<file path="config.mk">
export PLATFORM = sky130hd
export DESIGN_NAME = top_five_read_tracker_unit
export DESIGN_NICKNAME = d
export VERILOG_FILES = /design/src/design/tfrt_pkg.sv /design/src/design/top_five_read_tracker_unit.sv
export SDC_FILE = /design/constraint.sdc
export NUM_CORES = 2
export LEC_CHECK = 0
export BUFFER_PORTS_ARGS = -buffer_cell sky130_fd_sc_hd__buf_4
export CAP_MARGIN = 15
export CORE_MARGIN = 2
export CORE_UTILIZATION = 50
export CTS_CLUSTER_SIZE = 12
export DETAILED_ROUTE_END_ITERATION = 16
export PLACE_DENSITY = 0.65
export SLEW_MARGIN = 20
export SYNTH_ARGS = -nofsm -noshare
export SYNTH_HDL_FRONTEND = slang
export SYNTH_SLANG_ARGS = --single-unit
</file>
<file path="constraint.sdc">
create_clock -name clk -period 4.95 [get_ports clk]
set_clock_uncertainty 0.05 [all_clocks]
set_input_delay 0.495 -clock clk [delete_from_list [all_inputs] [get_ports clk]]
set_output_delay 0.495 -clock clk [all_outputs]
set_load 0.1 [all_outputs]
</file>
<file path="src/design/tfrt_pkg.sv">
// tfrt_pkg: field widths, list depth, command codes and list selects for the top-five read tracker
// no dependencies

package tfrt_pkg;

    localparam int LIST_DEPTH = 5;

    localparam int LEN_W     = 31;
    localparam int QUAL_W    = 16;
    localparam int IDX_IN_W  = 3;
    localparam int RANK_OUT_W = 3;

    localparam int S_TDATA_W = 56;
    localparam int S_TUSER_W = 2;
    localparam int M_TDATA_W = 56;

    typedef enum logic {
        CMD_INSERT = 1'b0,
        CMD_READ   = 1'b1
    } cmd_t;

    typedef enum logic {
        SEL_QUALITY = 1'b0,
        SEL_LENGTH  = 1'b1
    } list_sel_t;

endpackage

</file>
<file path="src/design/top_five_read_tracker_unit.sv">
// top_five_read_tracker_unit: two descending top-k read lists, ranked by quality and by length
// depends on tfrt_pkg
//
// channel   | dir | tdata (low bit up)                                    | tuser
// s_axis    | in  | read_length[30:0] mean_quality[46:31]                 | cmd[0] list_select[1]
//                     entry_index[49:47]
// m_axis    | out | quality_rank[2:0] length_rank[5:3] entry_length[36:6] | -
//                     entry_quality[52:37]
//
// one word per cycle sustained while m_axis is ready; each input word passes in order through
// the input register, then compare and shift-insert into the result register
// lists update on an insert word as it moves from the input register to the result register
// reset clears both lists to zero and empties both registers
// a stall on m_axis holds the result word and backs up into s_axis_tready

module top_five_read_tracker_unit
    import tfrt_pkg::*;
(
    input  logic                 clk,
    input  logic                 rst_n,
    input  logic                 s_axis_tvalid,
    output logic                 s_axis_tready,
    input  logic [S_TDATA_W-1:0] s_axis_tdata,  // read_length, mean_quality, entry_index
    input  logic [S_TUSER_W-1:0] s_axis_tuser,  // cmd, list_select
    output logic                 m_axis_tvalid,
    input  logic                 m_axis_tready,
    output logic [M_TDATA_W-1:0] m_axis_tdata   // quality_rank, length_rank, entry_length,
                                                // entry_quality
);

    localparam int RANK_W = $clog2(LIST_DEPTH + 1);
    localparam int IDX_W  = (LIST_DEPTH > 1) ? $clog2(LIST_DEPTH) : 1;

    // input register
    logic                in_valid_reg;
    cmd_t                in_cmd_reg;
    list_sel_t           in_sel_reg;
    logic [LEN_W-1:0]    in_length_reg;
    logic [QUAL_W-1:0]   in_quality_reg;
    logic [IDX_IN_W-1:0] in_index_reg;

    // result register
    logic                  out_valid_reg;
    logic [RANK_OUT_W-1:0] out_qrank_reg;
    logic [RANK_OUT_W-1:0] out_lrank_reg;
    logic [LEN_W-1:0]      out_length_reg;
    logic [QUAL_W-1:0]     out_quality_reg;

    // lists
    logic [QUAL_W-1:0] ql_quality_reg [LIST_DEPTH];
    logic [LEN_W-1:0]  ql_length_reg  [LIST_DEPTH];
    logic [LEN_W-1:0]  ll_length_reg  [LIST_DEPTH];
    logic [QUAL_W-1:0] ll_quality_reg [LIST_DEPTH];

    logic [QUAL_W-1:0] ql_quality_next [LIST_DEPTH];
    logic [LEN_W-1:0]  ql_length_next  [LIST_DEPTH];
    logic [LEN_W-1:0]  ll_length_next  [LIST_DEPTH];
    logic [QUAL_W-1:0] ll_quality_next [LIST_DEPTH];

    logic [LIST_DEPTH-1:0] q_gt;
    logic [LIST_DEPTH-1:0] l_gt;
    logic [RANK_W-1:0]     q_rank;
    logic [RANK_W-1:0]     l_rank;

    logic                  advance;
    logic                  index_ok;
    logic [IDX_W-1:0]      rd_index;
    logic [RANK_OUT_W-1:0] qrank_next;
    logic [RANK_OUT_W-1:0] lrank_next;
    logic [LEN_W-1:0]      elen_next;
    logic [QUAL_W-1:0]     equal_next;

    assign advance       = !out_valid_reg || m_axis_tready;
    assign s_axis_tready = !in_valid_reg || advance;
    assign m_axis_tvalid = out_valid_reg;
    assign m_axis_tdata  = {3'b000, out_quality_reg, out_length_reg,
                            out_lrank_reg, out_qrank_reg};

    // compare and shift-insert, both lists
    always_comb
    begin
        for (int i = 0; i < LIST_DEPTH; i++)
        begin
            q_gt[i] = ql_quality_reg[i] < in_quality_reg;
            l_gt[i] = ll_length_reg[i] < in_length_reg;
        end

        ql_quality_next[0] = q_gt[0] ? in_quality_reg : ql_quality_reg[0];
        ql_length_next[0]  = q_gt[0] ? in_length_reg  : ql_length_reg[0];
        ll_length_next[0]  = l_gt[0] ? in_length_reg  : ll_length_reg[0];
        ll_quality_next[0] = l_gt[0] ? in_quality_reg : ll_quality_reg[0];
        for (int i = 1; i < LIST_DEPTH; i++)
        begin
            if (!q_gt[i])
            begin
                ql_quality_next[i] = ql_quality_reg[i];
                ql_length_next[i]  = ql_length_reg[i];
            end
            else if (q_gt[i-1])
            begin
                ql_quality_next[i] = ql_quality_reg[i-1];
                ql_length_next[i]  = ql_length_reg[i-1];
            end
            else
            begin
                ql_quality_next[i] = in_quality_reg;
                ql_length_next[i]  = in_length_reg;
            end

            if (!l_gt[i])
            begin
                ll_length_next[i]  = ll_length_reg[i];
                ll_quality_next[i] = ll_quality_reg[i];
            end
            else if (l_gt[i-1])
            begin
                ll_length_next[i]  = ll_length_reg[i-1];
                ll_quality_next[i] = ll_quality_reg[i-1];
            end
            else
            begin
                ll_length_next[i]  = in_length_reg;
                ll_quality_next[i] = in_quality_reg;
            end
        end

        // lists stay descending, so the slot is the count of entries not below the key
        q_rank = '0;
        l_rank = '0;
        for (int i = 0; i < LIST_DEPTH; i++)
        begin
            q_rank = q_rank + RANK_W'(!q_gt[i]);
            l_rank = l_rank + RANK_W'(!l_gt[i]);
        end
    end

    // result word
    always_comb
    begin
        index_ok   = 32'(in_index_reg) < LIST_DEPTH;
        rd_index   = IDX_W'(in_index_reg);
        qrank_next = RANK_OUT_W'(LIST_DEPTH);
        lrank_next = RANK_OUT_W'(LIST_DEPTH);
        elen_next  = '0;
        equal_next = '0;
        unique case (in_cmd_reg)
            CMD_INSERT:
            begin
                qrank_next = RANK_OUT_W'(q_rank);
                lrank_next = RANK_OUT_W'(l_rank);
            end
            CMD_READ:
            begin
                if (index_ok)
                begin
                    unique case (in_sel_reg)
                        SEL_QUALITY:
                        begin
                            elen_next  = ql_length_reg[rd_index];
                            equal_next = ql_quality_reg[rd_index];
                        end
                        SEL_LENGTH:
                        begin
                            elen_next  = ll_length_reg[rd_index];
                            equal_next = ll_quality_reg[rd_index];
                        end
                        default:
                        begin
                            elen_next  = '0;
                            equal_next = '0;
                        end
                    endcase
                end
            end
            default:
            begin
                qrank_next = RANK_OUT_W'(LIST_DEPTH);
                lrank_next = RANK_OUT_W'(LIST_DEPTH);
            end
        endcase
    end

    always_ff @(posedge clk or negedge rst_n)
    begin
        if (!rst_n)
        begin
            in_valid_reg  <= 1'b0;
            out_valid_reg <= 1'b0;
        end
        else
        begin
            if (s_axis_tready)
            begin
                in_valid_reg <= s_axis_tvalid;
            end
            if (advance)
            begin
                out_valid_reg <= in_valid_reg;
            end
        end
    end

    // payload registers
    always_ff @(posedge clk)
    begin
        if (s_axis_tvalid && s_axis_tready)
        begin
            in_cmd_reg     <= cmd_t'(s_axis_tuser[0]);
            in_sel_reg     <= list_sel_t'(s_axis_tuser[1]);
            in_length_reg  <= s_axis_tdata[30:0];
            in_quality_reg <= s_axis_tdata[46:31];
            in_index_reg   <= s_axis_tdata[49:47];
        end
        if (advance && in_valid_reg)
        begin
            out_qrank_reg   <= qrank_next;
            out_lrank_reg   <= lrank_next;
            out_length_reg  <= elen_next;
            out_quality_reg <= equal_next;
        end
    end

    // list state
    always_ff @(posedge clk or negedge rst_n)
    begin
        if (!rst_n)
        begin
            for (int i = 0; i < LIST_DEPTH; i++)
            begin
                ql_quality_reg[i] <= '0;
                ql_length_reg[i]  <= '0;
                ll_length_reg[i]  <= '0;
                ll_quality_reg[i] <= '0;
            end
        end
        else if (advance && in_valid_reg && (in_cmd_reg == CMD_INSERT))
        begin
            for (int i = 0; i < LIST_DEPTH; i++)
            begin
                ql_quality_reg[i] <= ql_quality_next[i];
                ql_length_reg[i]  <= ql_length_next[i];
                ll_length_reg[i]  <= ll_length_next[i];
                ll_quality_reg[i] <= ll_quality_next[i];
            end
        end
    end

endmodule

</file>
==> flow_summary.yaml <==
grt:
  antenna_found_initial: 3
  grt_pass1_wl_mm: 156
  track_usage: 0.292
  grt_max_degree: 125
  grt_pass1_vias: 25200
  grt-ovfl-total: 0
floorplanning:
  rows: 94
  dieHeight_um: 262
  coreArea_um2: 66000
  die_area_um2: 68900
  pin_count: 120
  die_w_um: 262
  initial_core_util: 0.506
logic_synthesis:
  synth-seq-area-share: 0.448
  synth_common_cells: "dfrtp_1 (472), a21oi_1 (443), mux2i_1 (329), nor2_1 (313), mux2_2 (310)"
  yosysUniqueCellTypes: 60
  yosys_warnings: 0
  synth_ff_type: "dfrtp_1"
  ys_async_sr_fraction: 0.818
  synth_area_um2: 33400
  ys_seq_elements: 577
  synth_area_leader_cell: "dfrtp_1"
  synth_top_area_frac: 0.354
  syn_inst: 2970
  postSynthAreaPerCell_um2: 11.2
  synth.area.top_cells: "dfrtp_1 (35%), mux2_2 (10%), mux2i_1 (9.9%), edfxtp_1 (9.4%), ha_1 (8.5%)"
  synth_edf_count: 105
  synth_most_common_cell: "dfrtp_1"
cells_and_area:
  area_delta_synth_final_pct: 13.0
  stdcell_count: 3939
  final_layout_size_suffix_gt1_frac: 0.223
  fin_nets: 3312
  fin_util: 0.572
clock_tree:
  cts_root_buf: "clkbuf_16"
  cts.sinks: 577
  cts_buffers: 68
  cts_resized: 0
  tritoncts: "done"
  clk_pin_slew_worst_paths_ns: 0.06
  cts_buffer_depth: 3
  clock_latency_ns: 0.62
  htreeDepth: 3
timing:
  setup-tns-final_ns: 0
  tightestPinTransition_ns: 1.16
  timing.hold.ws_ns: 0.0202
  rsz0062_at_grt: "false"
  hold_violations: 0
  setup_viol: 0
  period_share: 0.892
  max_freq_ghz: 0.227
  min_period_ns: 4.41
  drv_slew: 0
  slew_headroom: 0.230
status:
  status: "completed"
worst_setup_path:
  path_cells: "inv_1, ha_1, a21o_1, a221o_1, a2111oi_0, a21oi_1, o41ai_4, inv_2, fa_1, fa_1, ha_1, or2_2"
  reg2reg_depth: 12
  arrival_ns: 4.73
  critPathKind: "flop to flop"
  reg2reg_to: "out_qrank_reg[2]"
  endpoint_kind: "flop"
  cp-startpoint: "in_quality_reg[9]"
  cp.required_ns: 5.27
  path_max_fanout: 11
  crit_end: "out_qrank_reg[2]"
  r2r_start: "in_quality_reg[9]"
  rrSetupSlack_ns: 0.54
  crit_path_start_kind: "flop"
  cp_slowest_cell: "edfxtp_1"
  critical-path-max-stage-delay_ns: 0.54
pwr:
  internal_power_uw: 15200
  p_seq_frac: 0.352
  p_per_area_nw_per_um2: 675
  sw_frac_of_total: 0.405
  switchingPower_uw: 10300
  p_leak_uw: 0.0165
  pwr-share-clk: 0.198
  ir_worst_vdd_uv: 539
  power_frac_comb: 0.451
detailed_routing:
  wl_per_cell_um: 25.6
  vias: 24700
  drtAntennaViolNets: 0
  viasPerCell: 6.26
  first_iter_violations: 1986
  drc: 0
  totalWireLength_mm: 101
  drt-pass1-iter-count: 6
hold_path:
  min_path_type: "input pin to flop"
placed_design:
  io_buffers: 110
  dp.cells: 3775
  dp_hpwl_mm: 61.1
  gp_congestion: 0.909
job:
  drv_cap: 0
==> cell families after synthesis <==
logic type | after synthesis | share of synthesized area
flops | 577 | 0.448
simple gates | 444 | 0.0561
other cells | 1 | 0.000112
fa+ha+maj | 231 | 0.0874
buf+inv | 294 | 0.0371
mux | 705 | 0.243
compound gates | 718 | 0.128
==> power groups by stage <==
stage               combinational, uW  sequential (uW)  clock (uW)
global route                    12500             9220        5320
floorplan                        8200             8630           0
global placement                11000             8850           0
finish                          11500             8970        5030
detailed placement              11300             8980           0
CTS                             11400             8910        5120
==> through the flow <==
step | power, uW | area [um^2] | worst slack [ns]
finish | 25500 | 37700 | 0.536
global route | 27000 | 37700 | 0.368
CTS | 25400 | 37700 | 0.536
detailed placement | 20300 | 35100 | 0.551
global placement | 19900 | 35100 | 0.591
floorplan | 16800 | 33400 | 0.646
==> per-layer routing <==
metal  share of wire  track usage  routed length [um]  up-vias
met5         0.00013            0                  13        -
met4           0.031        0.102                3170        2
met3           0.069       0.0539                6950      212
met2            0.46        0.465               46700      909
met1            0.44        0.402               43800    12500
li1                -            -                   -    11100
==> worst min path at each step <==
stage / cells past startpoint / from / slack, ns / end
2_1_floorplan: 0 / rst_n / 0.15 / in_valid_reg
3_3_place_gp: 1 / in_valid_reg / 0.42 / m_axis_tvalid
3_5_place_dp: 1 / in_valid_reg / 0.44 / m_axis_tvalid
4_1_cts: 1 / s_axis_tdata[19] / 0.002 / in_length_reg[19]
5_1_grt: 1 / s_axis_tdata[4] / 0.007 / in_length_reg[4]
6_report: 1 / s_axis_tdata[41] / 0.02 / in_quality_reg[10]
==> cell usage in the layout (no fill, tap or decap), drive strengths merged, types with 6 or more instances in the layout <==
cell type and instances:
a211oi 60, a21o 36, a21oi 443, buf 177, clkbuf 97, clkinv 19
dfrtp 472, dlygate4sd3 38, edfxtp 105, ha 227, inv 60, mux2 329
mux2i 329, mux4 47, nand2 47, nand2b 14, nand3 9, nand4 18
nor2 313, nor2b 9, nor3 6, o21ai 34, o22a 47, o22ai 49
==> layout make-up <==
class,instances,area (um^2)
multi-input combinational,2101,17400
clock inverter,28,246
tap,864,1080
sequential,577,15000
inverter,56,210
antenna,1,2.50
timing repair buffer,215,1850
fill,5451,28300
clock buffer,97,1970
==> what timing repair did <==
| action | 4_1_cts | 5_1_grt |
|---|---|---|
| endpoints found under the hold margin | 137 | 0 |
| hold buffers | 38 | 0 |
| setup endpoints to repair | 0 | 0 |
| setup buffers | 0 | 0 |
==> critical path: cells and delay by family (launching register included) <==
kind | cells | cell delay [ns]
simple gates | 1 | 0.27
compound gates | 5 | 1.56
fa+ha+maj | 4 | 1.45
flops | 1 | 0.54
buf+inv | 2 | 0.31
Note: power is estimated with default switching activity, not from simulation.
